### config.mk
export PLATFORM = sky130hd
export DESIGN_NAME = quadruped_gait_sequencer_flat
export DESIGN_NICKNAME = d
export VERILOG_FILES = /design/src/rtl/core/qgs_pkg.sv /design/src/rtl/core/qgs_in_if.sv /design/src/rtl/core/qgs_out_if.sv /design/src/rtl/core/qgs_step.sv /design/src/rtl/core/quadruped_gait_sequencer.sv /design/src/flat_wrapper.sv
export SDC_FILE = /design/constraint.sdc
export NUM_CORES = 1
export LEC_CHECK = 0
export ABC_CLOCK_PERIOD_IN_PS = 11700
export BUFFER_PORTS_ARGS = -buffer_cell sky130_fd_sc_hd__buf_2
export CAP_MARGIN = 20
export CORE_MARGIN = 2
export CORE_UTILIZATION = 65
export DETAILED_ROUTE_END_ITERATION = 8
export GPL_TIMING_DRIVEN = 1
export PLACE_DENSITY = 0.92
export REMOVE_ABC_BUFFERS = 1
export SKIP_LAST_GASP = 1
export SYNTH_ARGS = -nofsm -noshare
export SYNTH_HDL_FRONTEND = slang
export SYNTH_HIERARCHICAL = 1
export SYNTH_SLANG_ARGS = --single-unit
### constraint.sdc
create_clock -name clk -period 11.7 [get_ports clk]
set_input_delay 0.585 -clock clk [delete_from_list [all_inputs] [get_ports clk]]
set_output_delay 0.585 -clock clk [all_outputs]
set_load 0.05 [all_outputs]
### src/rtl/core/qgs_pkg.sv
// Shared types, constants and gait tables for the quadruped gait sequencer.
package qgs_pkg;

  localparam int unsigned ANGLE_W = 8;
  localparam int unsigned POS_W   = 3;
  localparam int unsigned MODE_W  = 4;
  localparam int unsigned CFG_W   = 8;
  localparam int unsigned LEGS    = 4;

  localparam logic [MODE_W-1:0]  GAIT_COUNT   = 4'd9;
  localparam logic [ANGLE_W-1:0] MIRROR       = 8'd180;
  localparam logic [ANGLE_W-1:0] ANGLE_CENTER = 8'd90;
  localparam logic [POS_W-1:0]   POS_FIRST    = 3'd1;
  localparam logic [ANGLE_W-1:0] ELAPSED_MAX  = 8'd255;

  localparam logic [MODE_W-1:0] MODE_RESET  = 4'd8;
  localparam logic [CFG_W-1:0]  SLEW_RESET  = 8'd5;

  // Leg order in the packed vectors: 0 front left, 1 front right,
  // 2 rear left, 3 rear right.
  localparam int unsigned LEG_FL = 0;
  localparam int unsigned LEG_FR = 1;
  localparam int unsigned LEG_RL = 2;
  localparam int unsigned LEG_RR = 3;

  // Configuration register indexes.
  localparam logic CFG_GAIT_MODE   = 1'b0;
  localparam logic CFG_SLEW_PERIOD = 1'b1;

  typedef logic [LEGS-1:0][ANGLE_W-1:0] angles_t;

  typedef struct packed {
    angles_t             cur;
    angles_t             tgt;
    logic [POS_W-1:0]    pos;
    logic [ANGLE_W-1:0]  elapsed;
  } gait_state_t;

  localparam angles_t CUR_RESET = {ANGLE_CENTER, ANGLE_CENTER, ANGLE_CENTER, ANGLE_CENTER};
  // rear right, rear left, front right, front left
  localparam angles_t TGT_RESET = {8'd0, 8'd180, 8'd180, 8'd0};

  function automatic logic [POS_W-1:0] gait_len(input logic [MODE_W-1:0] mode);
    logic [POS_W-1:0] len;
    case (mode)
      4'd0:    len = 3'd2;
      4'd1:    len = 3'd4;
      4'd2:    len = 3'd3;
      4'd3:    len = 3'd2;
      4'd4:    len = 3'd4;
      4'd5:    len = 3'd4;
      4'd6:    len = 3'd2;
      4'd7:    len = 3'd4;
      4'd8:    len = 3'd4;
      default: len = 3'd0;
    endcase
    return len;
  endfunction

  // Raw table row {RR, RL, FR, FL} for a mode and a row index 0..3.
  function automatic angles_t gait_row(input logic [MODE_W-1:0] mode,
                                       input logic [1:0] row);
    angles_t r;
    r = '0;
    case ({mode, row})
      {4'd0, 2'd0}: r = {8'd120, 8'd0,   8'd0,   8'd120};
      {4'd0, 2'd1}: r = {8'd0,   8'd120, 8'd120, 8'd0};
      {4'd1, 2'd1}: r = {8'd0,   8'd0,   8'd80,  8'd80};
      {4'd1, 2'd2}: r = {8'd80,  8'd80,  8'd80,  8'd80};
      {4'd1, 2'd3}: r = {8'd80,  8'd80,  8'd0,   8'd0};
      {4'd2, 2'd0}: r = {8'd0,   8'd0,   8'd120, 8'd120};
      {4'd2, 2'd1}: r = {8'd120, 8'd120, 8'd0,   8'd0};
      {4'd3, 2'd1}: r = {8'd80,  8'd80,  8'd80,  8'd80};
      {4'd4, 2'd0}: r = {8'd120, 8'd0,   8'd0,   8'd120};
      {4'd4, 2'd1}: r = {8'd0,   8'd120, 8'd120, 8'd0};
      {4'd4, 2'd2}: r = {8'd120, 8'd120, 8'd0,   8'd0};
      {4'd4, 2'd3}: r = {8'd0,   8'd0,   8'd120, 8'd120};
      {4'd5, 2'd0}: r = {8'd0,   8'd0,   8'd120, 8'd120};
      {4'd5, 2'd1}: r = {8'd120, 8'd120, 8'd0,   8'd0};
      {4'd5, 2'd2}: r = {8'd0,   8'd120, 8'd0,   8'd120};
      {4'd5, 2'd3}: r = {8'd0,   8'd0,   8'd120, 8'd0};
      {4'd6, 2'd0}: r = {8'd0,   8'd120, 8'd0,   8'd120};
      {4'd6, 2'd1}: r = {8'd120, 8'd0,   8'd120, 8'd0};
      {4'd7, 2'd0}: r = {8'd0,   8'd0,   8'd120, 8'd0};
      {4'd7, 2'd1}: r = {8'd120, 8'd0,   8'd120, 8'd0};
      {4'd7, 2'd2}: r = {8'd120, 8'd0,   8'd0,   8'd0};
      {4'd8, 2'd0}: r = {8'd0,   8'd0,   8'd0,   8'd120};
      {4'd8, 2'd1}: r = {8'd0,   8'd120, 8'd0,   8'd120};
      {4'd8, 2'd2}: r = {8'd0,   8'd120, 8'd0,   8'd0};
      default:      r = '0;
    endcase
    return r;
  endfunction

endpackage

### src/rtl/core/qgs_in_if.sv
// Input channel: one loop pass with an optional millisecond tick.
interface qgs_in_if;
  logic valid;
  logic ready;
  logic ms_tick;

  modport source (output valid, output ms_tick, input ready);
  modport sink   (input valid, input ms_tick, output ready);
endinterface

### src/rtl/core/qgs_out_if.sv
// Result channel: four servo angles and the next gait step.
interface qgs_out_if;
  logic                          valid;
  logic                          ready;
  logic [qgs_pkg::ANGLE_W-1:0]   angle_fl;
  logic [qgs_pkg::ANGLE_W-1:0]   angle_fr;
  logic [qgs_pkg::ANGLE_W-1:0]   angle_rl;
  logic [qgs_pkg::ANGLE_W-1:0]   angle_rr;
  logic [qgs_pkg::POS_W-1:0]     step_number;

  modport source (output valid, output angle_fl, output angle_fr,
                  output angle_rl, output angle_rr,
                  output step_number, input ready);
  modport sink   (input valid, input angle_fl, input angle_fr,
                  input angle_rl, input angle_rr,
                  input step_number, output ready);
endinterface

### src/rtl/core/qgs_step.sv
// Next-state logic for one loop pass: gait table lookup, slew timer, servo moves.
module qgs_step (
  input  qgs_pkg::gait_state_t                 st,
  input  logic                                 ms_tick,
  input  logic [qgs_pkg::MODE_W-1:0]           gait_mode,
  input  logic [qgs_pkg::CFG_W-1:0]            slew_period,
  output qgs_pkg::gait_state_t                 st_nxt
);

  logic                              at_target;
  logic                              apply;
  logic [qgs_pkg::POS_W-1:0]         len;
  logic [1:0]                        row_idx;
  qgs_pkg::angles_t                  row;
  qgs_pkg::angles_t                  tgt_mid;
  logic [qgs_pkg::POS_W-1:0]         pos_mid;
  logic [qgs_pkg::ANGLE_W-1:0]       elapsed_inc;
  logic                              move;

  assign at_target = (st.cur == st.tgt);
  assign len       = qgs_pkg::gait_len(gait_mode);
  assign apply     = at_target && (gait_mode < qgs_pkg::GAIT_COUNT) &&
                     (st.pos != '0) && (st.pos <= len);
  assign row_idx   = 2'(st.pos - qgs_pkg::POS_FIRST);
  assign row       = qgs_pkg::gait_row(gait_mode, row_idx);

  always_comb begin
    tgt_mid = st.tgt;
    pos_mid = st.pos;
    if (apply) begin
      tgt_mid[qgs_pkg::LEG_FL] = row[qgs_pkg::LEG_FL];
      tgt_mid[qgs_pkg::LEG_FR] = qgs_pkg::MIRROR - row[qgs_pkg::LEG_FR];
      tgt_mid[qgs_pkg::LEG_RL] = qgs_pkg::MIRROR - row[qgs_pkg::LEG_RL];
      tgt_mid[qgs_pkg::LEG_RR] = row[qgs_pkg::LEG_RR];
      pos_mid = (st.pos == len) ? qgs_pkg::POS_FIRST : st.pos + qgs_pkg::POS_FIRST;
    end
  end

  // tick counter saturates at its max
  assign elapsed_inc = (ms_tick && (st.elapsed != qgs_pkg::ELAPSED_MAX)) ?
                       st.elapsed + 8'd1 : st.elapsed;
  assign move = (elapsed_inc >= slew_period);

  always_comb begin
    st_nxt.tgt     = tgt_mid;
    st_nxt.pos     = pos_mid;
    st_nxt.elapsed = move ? '0 : elapsed_inc;
    for (int i = 0; i < qgs_pkg::LEGS; i++) begin
      st_nxt.cur[i] = st.cur[i];
      if (move) begin
        if (tgt_mid[i] > st.cur[i])
          st_nxt.cur[i] = st.cur[i] + 8'd1;
        else if (tgt_mid[i] < st.cur[i])
          st_nxt.cur[i] = st.cur[i] - 8'd1;
      end
    end
  end

endmodule

### src/rtl/core/quadruped_gait_sequencer.sv
// Quadruped gait sequencer: takes one loop pass per cycle and returns the four
// leg servo angles and the next gait step after that pass. Each transaction on
// in_ch is captured in an input register, then the gait table lookup, slew
// timer and one-degree servo moves are evaluated combinationally and the
// result lands in the output register; the sustained rate is one transaction
// per cycle whenever out_ch is ready.
// The gait state register is the only loop; it updates once per item.
// Configuration (gait_mode, slew_period) must be written while no transaction
// is in flight.
module quadruped_gait_sequencer (
  input  logic                         clk,
  input  logic                         rst_n,
  qgs_in_if.sink                       in_ch,
  qgs_out_if.source                    out_ch,
  input  logic                         cfg_we,
  input  logic                         cfg_index,
  input  logic [qgs_pkg::CFG_W-1:0]    cfg_data
);

  logic                            in_valid_r;
  logic                            in_tick_r;
  logic                            res_valid_r;
  logic                            advance;
  logic                            process;
  logic [qgs_pkg::MODE_W-1:0]      gait_mode_r;
  logic [qgs_pkg::CFG_W-1:0]       slew_period_r;
  qgs_pkg::gait_state_t            st_r;
  qgs_pkg::gait_state_t            st_nxt;
  qgs_pkg::angles_t                res_angles_r;
  logic [qgs_pkg::POS_W-1:0]       res_pos_r;

  assign advance     = !res_valid_r || out_ch.ready;
  assign process     = in_valid_r && advance;
  assign in_ch.ready = !in_valid_r || advance;

  always_ff @(posedge clk) begin
    if (!rst_n) begin
      in_valid_r <= 1'b0;
    end else if (in_ch.ready) begin
      in_valid_r <= in_ch.valid;
    end
  end

  always_ff @(posedge clk) begin
    if (in_ch.valid && in_ch.ready) begin
      in_tick_r <= in_ch.ms_tick;
    end
  end

  always_ff @(posedge clk) begin
    if (!rst_n) begin
      gait_mode_r   <= qgs_pkg::MODE_RESET;
      slew_period_r <= qgs_pkg::SLEW_RESET;
    end else if (cfg_we) begin
      unique case (cfg_index)
        qgs_pkg::CFG_GAIT_MODE:   gait_mode_r   <= cfg_data[qgs_pkg::MODE_W-1:0];
        qgs_pkg::CFG_SLEW_PERIOD: slew_period_r <= cfg_data;
        default: ;
      endcase
    end
  end

  qgs_step u_step (
    .st          (st_r),
    .ms_tick     (in_tick_r),
    .gait_mode   (gait_mode_r),
    .slew_period (slew_period_r),
    .st_nxt      (st_nxt)
  );

  always_ff @(posedge clk) begin
    if (!rst_n) begin
      st_r.cur     <= qgs_pkg::CUR_RESET;
      st_r.tgt     <= qgs_pkg::TGT_RESET;
      st_r.pos     <= qgs_pkg::POS_FIRST;
      st_r.elapsed <= '0;
    end else if (process) begin
      st_r <= st_nxt;
    end
  end

  always_ff @(posedge clk) begin
    if (!rst_n) begin
      res_valid_r <= 1'b0;
    end else if (advance) begin
      res_valid_r <= in_valid_r;
    end
  end

  always_ff @(posedge clk) begin
    if (process) begin
      res_angles_r <= st_nxt.cur;
      res_pos_r    <= st_nxt.pos;
    end
  end

  assign out_ch.valid       = res_valid_r;
  assign out_ch.angle_fl    = res_angles_r[qgs_pkg::LEG_FL];
  assign out_ch.angle_fr    = res_angles_r[qgs_pkg::LEG_FR];
  assign out_ch.angle_rl    = res_angles_r[qgs_pkg::LEG_RL];
  assign out_ch.angle_rr    = res_angles_r[qgs_pkg::LEG_RR];
  assign out_ch.step_number = res_pos_r;

  // gait step never leaves 1..4
  a_pos_range: assert property (@(posedge clk) disable iff (!rst_n)
    (st_r.pos != '0) && (st_r.pos <= 3'd4))
    else $error("gait step out of range");

  // servo angles stay within 0..180
  a_angle_range: assert property (@(posedge clk) disable iff (!rst_n)
    (st_r.cur[0] <= qgs_pkg::MIRROR) && (st_r.cur[1] <= qgs_pkg::MIRROR) &&
    (st_r.cur[2] <= qgs_pkg::MIRROR) && (st_r.cur[3] <= qgs_pkg::MIRROR))
    else $error("servo angle above 180");

  // a processed item always produces a result next cycle
  a_result_follows: assert property (@(posedge clk) disable iff (!rst_n)
    process |=> res_valid_r)
    else $error("processed transaction produced no result");

  // state only changes when an item is processed
  a_state_hold: assert property (@(posedge clk) disable iff (!rst_n)
    !process |=> $stable(st_r))
    else $error("gait state changed without a transaction");

endmodule

### src/flat_wrapper.sv
// flat-port wrapper written by rule: the top's interface ports become plain ports
module quadruped_gait_sequencer_flat 
  (clk, rst_n, cfg_we, cfg_index, cfg_data, in_ch_valid, in_ch_ms_tick, in_ch_ready, out_ch_valid, out_ch_angle_fl, out_ch_angle_fr, out_ch_angle_rl, out_ch_angle_rr, out_ch_step_number, out_ch_ready);
  qgs_in_if in_ch_i ();
  qgs_out_if out_ch_i ();
  input  logic clk;
  input  logic rst_n;
  input  logic cfg_we;
  input  logic cfg_index;
  input  logic [qgs_pkg::CFG_W-1:0] cfg_data;
  input wire logic [$bits(in_ch_i.valid)-1:0] in_ch_valid;
  input wire logic [$bits(in_ch_i.ms_tick)-1:0] in_ch_ms_tick;
  output wire logic [$bits(in_ch_i.ready)-1:0] in_ch_ready;
  output wire logic [$bits(out_ch_i.valid)-1:0] out_ch_valid;
  output wire logic [$bits(out_ch_i.angle_fl)-1:0] out_ch_angle_fl;
  output wire logic [$bits(out_ch_i.angle_fr)-1:0] out_ch_angle_fr;
  output wire logic [$bits(out_ch_i.angle_rl)-1:0] out_ch_angle_rl;
  output wire logic [$bits(out_ch_i.angle_rr)-1:0] out_ch_angle_rr;
  output wire logic [$bits(out_ch_i.step_number)-1:0] out_ch_step_number;
  input wire logic [$bits(out_ch_i.ready)-1:0] out_ch_ready;
  assign in_ch_i.valid = in_ch_valid;
  assign in_ch_i.ms_tick = in_ch_ms_tick;
  assign in_ch_ready = in_ch_i.ready;
  assign out_ch_valid = out_ch_i.valid;
  assign out_ch_angle_fl = out_ch_i.angle_fl;
  assign out_ch_angle_fr = out_ch_i.angle_fr;
  assign out_ch_angle_rl = out_ch_i.angle_rl;
  assign out_ch_angle_rr = out_ch_i.angle_rr;
  assign out_ch_step_number = out_ch_i.step_number;
  assign out_ch_i.ready = out_ch_ready;
  quadruped_gait_sequencer u_core (.clk(clk), .rst_n(rst_n), .in_ch(in_ch_i), .out_ch(out_ch_i), .cfg_we(cfg_we), .cfg_index(cfg_index), .cfg_data(cfg_data));
endmodule
After elaboration in Yosys (flattened, before gate mapping)

Memories as Yosys holds them, arrays and structs flattened. A register that Yosys moved wholly into a read port is not among the register bits.
Index checks and enable logic that the tools add are counted.

Register bits after elaboration: 125
ROM bits: 1,072
Input bits: 15
Output and inout port bits: 37
Memories kept: 2

Memories:

| name             | depth | width | read ports | clocked after memory_dff | wr ports | RTL line      | RTL |
|---|---|---|---|---|---|---|---|
| (name not given) | 64    | 16    | 1          | 0                        | 0        | qgs_pkg.sv:65 | `case ({mode, row})` |
| (name not given) | 16    | 3     | 1          | 1                        | 0        | qgs_pkg.sv:45 | `case (mode)` |

Add/subtract/negate cells: 13
Magnitude comparators: 11
Equality and inequality tests: 3
Mux-type cells: 19
Bitwise logic cells: 1
Reduce and logical (&&, ||, !) cells: 13

Operators by type and width:

| cell                | count |
|---|---|
| $mux 8              | 14 |
| $add 8x1->8 const B | 5 |
| $eq 32x32->1        | 1 |
| $gt 8x8->1          | 4 |
| $lt 8x8->1          | 4 |
| $mux 32             | 1 |
| $sub 8x1->8 const B | 4 |
| $sub 8x8->8 const A | 2 |
| $ge 8x8->1          | 1 |
| $mux 4              | 2 |
| $ne 8x8->1 const B  | 1 |
| $logic_and 1x1->1   | 6 |
| $mux 3              | 2 |
| $lt 4x4->1 const B  | 1 |
| $reduce_and 2->1    | 2 |
| $add 3x1->3 const B | 1 |
| $eq 3x3->1          | 1 |
| $le 3x3->1          | 1 |
| $reduce_bool 3->1   | 1 |
| $logic_not 1->1     | 2 |
| $logic_or 1x1->1    | 2 |
| $sub 2x1->2 const B | 1 |
| $not 1->1           | 1 |

Logic depth before layout (Yosys ltp)

Depth in word-level cells: 9
Depth in mapped cells: 22

By module

Netlist, hierarchy kept.

Modules (own cells, without submodules):

| module                   | times used | cells an instance | area each (um2) | sequential area each (um2) |
|---|---|---|---|---|
| quadruped_gait_sequencer | 1          | 426               | 4,649.5         | 2,862.7 |
| qgs_step                 | 1          | 527               | 3,564.7         | 0.0 |

Worst setup path after synthesis

Ideal clock, no wire load.

Path type: register to register
Start: register u_core/gait_mode_r[1] (netlist name)
End: register u_core/st_r[62] (netlist name)
Setup time: 95 ps
Data arrival time: 4,473 ps
Setup slack: 7,132 ps
Cell stages (with the launch flop): 22
Clock period less this slack: 4,568 ps
Path through: dfxtp_1 -> clkbuf_1 -> nand2b_1 -> a211o_1 -> ha_1 -> nor2b_1 -> o21a_1 -> o21ai_0 -> and4_1 -> buf_4 -> buf_4 -> mux2_2 -> ha_1 -> nand4_1 -> or3_1 -> and2_1 -> o21ai_1 -> nor2_1 -> a22oi_1 -> xnor2_1 -> inv_1 -> o311ai_1

RTL lines:

| item                   | RTL line                       | RTL |
|---|---|---|
| start, declared        | quadruped_gait_sequencer.sv:25 | `logic [qgs_pkg::MODE_W-1:0] gait_mode_r;` |
| start signal, assigned | quadruped_gait_sequencer.sv:52 | `gait_mode_r <= qgs_pkg::MODE_RESET;` |
| start signal, assigned | quadruped_gait_sequencer.sv:56 | `qgs_pkg::CFG_GAIT_MODE: gait_mode_r <= cfg_data[qgs_pkg::MODE_W-1:0];` |
| end signal, assigned   | quadruped_gait_sequencer.sv:78 | `st_r <= st_nxt;` |
| end, declared          | quadruped_gait_sequencer.sv:27 | `qgs_pkg::gait_state_t st_r;` |

==> flow_summary.ini <==
[clock_network]
cts-root-buf = clkbuf_16
worstSkewPairLatency_ns = 0.43
cts_sinks = 125
ctsLongestPathBuffers = 2
cts_resized = 0
tritoncts = done
postCtsHoldBufs = 0
cts_made_buffers = 17
htreeDepth = 4
post_cts_buffers = 0
clk_pin_slew_ns = 0.05

[setup_path]
critical_path_arrival_ns = 6.11
setup.worst_path.start = u_core/gait_mode_r[0]
criticalPathCategory = reg2reg
cp-endpoint = u_core/st_r[44]
cp.required_ns = 12.02
crit_path_max_fanout = 45
r2r_start = u_core/gait_mode_r[0]
crit_buf_inv = 2
slowest_delay_ns = 1.00
startpoint_type = register
cpLargestDelayFamily = compound AO/OA/AOI/OAI gates
crit_path_end_kind = register
path_cells = nor2b_1 > a211o_1 > ha_1 > nor2b_1 > o21a_1 > o21ai_0 > and4_1 > buf_4 > nor3b_2 > a21boi_2 > o21bai_1 > ha_1 > a21oi_1 > a21oi_1 > a2111oi_2 > o21ai_0 > a221oi_1 > inv_1 > o311ai_1
reg2reg_setup_slack_ns = 5.92
rr_endpoint = u_core/st_r[44]
path_depth = 19
reg2reg_depth = 19
critPathSlowestCell = a2111oi_2

[synth]
synth_top_area_share = 0.217
netlist_top_cells_count = 152 x nand2_1, 89 x dfxtp_1, 88 x inv_1, 61 x ha_1, 61 x xnor2_1
avgSynthCellArea_um2 = 8.62
synth_area_leaders = dfxtp_1 22%, edfxtp_1 13%, ha_1 9.3%
synth.most_common_cell = nand2_1
syn-cell-area_um2 = 8210
yosysWarnings = 6
seq_area_frac_synth = 0.349
syn_inst = 953
ys_types = 64
synth_ff_type = dfxtp_1
synth-edff-count = 36
synth_top_area_cell = dfxtp_1
ys_seq_elements = 125
synthArstFlopShare = 0

[flow_run]
drv_cap = 0

[floorplan]
core_area_um2 = 12500
num_io_pins = 52
start_util = 0.659
placementRows = 41
die_height_um = 116
dieArea_um2 = 13600
die_w_um = 116

[finish]
fin_area_um2 = 9020
drive_gt1_frac = 0.106
nNetsFinal = 1050
diodes = 0
fill_cells = 915
area.growth.synth_to_final_pct = 9.86

[place]
preCtsSetupSlack_ns = 6.12
port_buffers = 51
hpwlAfterDp_mm = 12.3
dpl_cell_area_um2 = 8430
place.gp.congestion = 0.916

[timing]
hold_viol_final = 0
setup_ws_ns = 5.92
tightest_slew_ns = 1.14
rsz0062_at_grt = no
holdWs_ns = 0.341
setup_viol = 0
skew_ns = 0.0112
clock.fmax_mhz = 173
post-route-period-util = 0.494
finalMaxSlewViolations = 0
max-slew-margin-rel = 0.242
layout_min_cycle_time_ns = 5.78
setup_tns_ns = 0

[global_routing]
grt_max_degree = 109
antenna_found_initial = 0
grt_pass1_vias = 6530
grtUsageTotal = 0.285
grt_pass1_wl_mm = 30.3
grt_overflow = 0

[drt]
avgRoutedWirePerCell_um = 16.1
num_vias = 6954
dr.pass1.iters = 9
drt_iter0_drc = 748
drc_errors = 0
ant_nets = 0
via_per_inst = 6.00
drt_wl_total_mm = 18.7

[power]
swShare = 0.255
vdd_drop_max_mv = 0.110
power_frac_clock = 0.462
p_per_area_nw_per_um2 = 126
power_w = 0.00113
p_sw_w = 0.000289
leakage_nw = 3.68
p_int_w = 0.000845
p_seq_frac = 0.422
power_frac_comb = 0.117

[worst_hold_path]
hp-class = in2reg
hold_start = in_ch_ms_tick

[outcome]
outcome = finished clean
worst min-delay path by stage:
stage,end,slack (ns),cells after the start
final,u_core/in_tick_r,0.34,1
after global routing,u_core/in_tick_r,0.32,1
after CTS,u_core/in_tick_r,0.32,1
after detailed placement,u_core/slew_period_r[1],0.46,2
after global placement,u_core/slew_period_r[2],0.45,2
after floorplan,u_core/slew_period_r[2],0.44,2
cell families after synthesis:
logic type / count (synthesis) / share of synthesized area
flops: 125 / 0.349
simple gates: 313 / 0.184
mux: 64 / 0.0789
buf+inv: 144 / 0.0791
xor+xnor: 67 / 0.0714
compound gates: 179 / 0.145
fa+ha+maj: 61 / 0.0929
power by group through the flow:
stage | logic [W] | clock network (W) | registers, W
floorplan | 0.0000754 | 0 | 0.000500
global placement | 0.000125 | 0 | 0.000486
detailed placement | 0.000129 | 0 | 0.000487
CTS | 0.000131 | 0.000530 | 0.000478
global route | 0.000144 | 0.000549 | 0.000480
finish | 0.000132 | 0.000524 | 0.000478
registers in the layout, summed over array words and instances, names as in the netlist:
signal,cells
u_core/out_ch.angle_fr,8
u_core/out_ch.angle_rl,8
u_core/out_ch.angle_fl,8
u_core/st_r,75
u_core/in_tick_r,1
u_core/slew_period_r,8
u_core/out_ch.valid,1
u_core/gait_mode_r,4
u_core/in_valid_r,1
u_core/out_ch.step_number,3
u_core/out_ch.angle_rr,8
layer usage:
metal,vias up,GRT usage,share of wire
met1,3286,0.351,0.43
met2,263,0.476,0.49
met5,-,0,0
met3,46,0.0680,0.060
met4,0,0.129,0.024
li1,3359,-,-
cell type report:
type,instances,area (µm²),share of cell area
clock inverters,5,51.3,0.00568
repair buffers,57,303,0.0336
well taps,172,215,0.0238
inverters,89,334,0.0370
flip-flops and latches,125,2860,0.317
clock buffers,27,546,0.0605
multi-input cells,684,4710,0.522
stage by stage:
step,cells,util
floorplan,898,-
global placement,1127,0.676
detailed placement,1127,0.676
CTS,1159,0.724
global route,1159,0.724
finish,1159,0.724
placed cells by master, fill, tap and decap left out, types with 6 or more instances in the layout:
master     netlist  layout
nand2_1        152     152
buf_4            3       7
ha_1            61      61
and4_1           8       8
dfxtp_1         89      89
nor4_1           8       8
nor3_1          14      14
a21oi_1         31      31
clkbuf_16        0      19
mux2_2           6       6
buf_2           21      50
a31oi_1          8       8
o311ai_1        25      25
inv_1           88      88
nor2_1          33      33
nand4_1         19      19
xnor2_1         61      61
edfxtp_1        36      36
mux2i_1         58      58
nor2b_1         19      19
nand3_1         19      19
o211ai_1         6       6
nand2b_1        10      10
xor2_1           6       6
a21boi_0         6       6
o21ai_0         58      58
and2_1          12      12
Power figures use the tool's default switching activity.
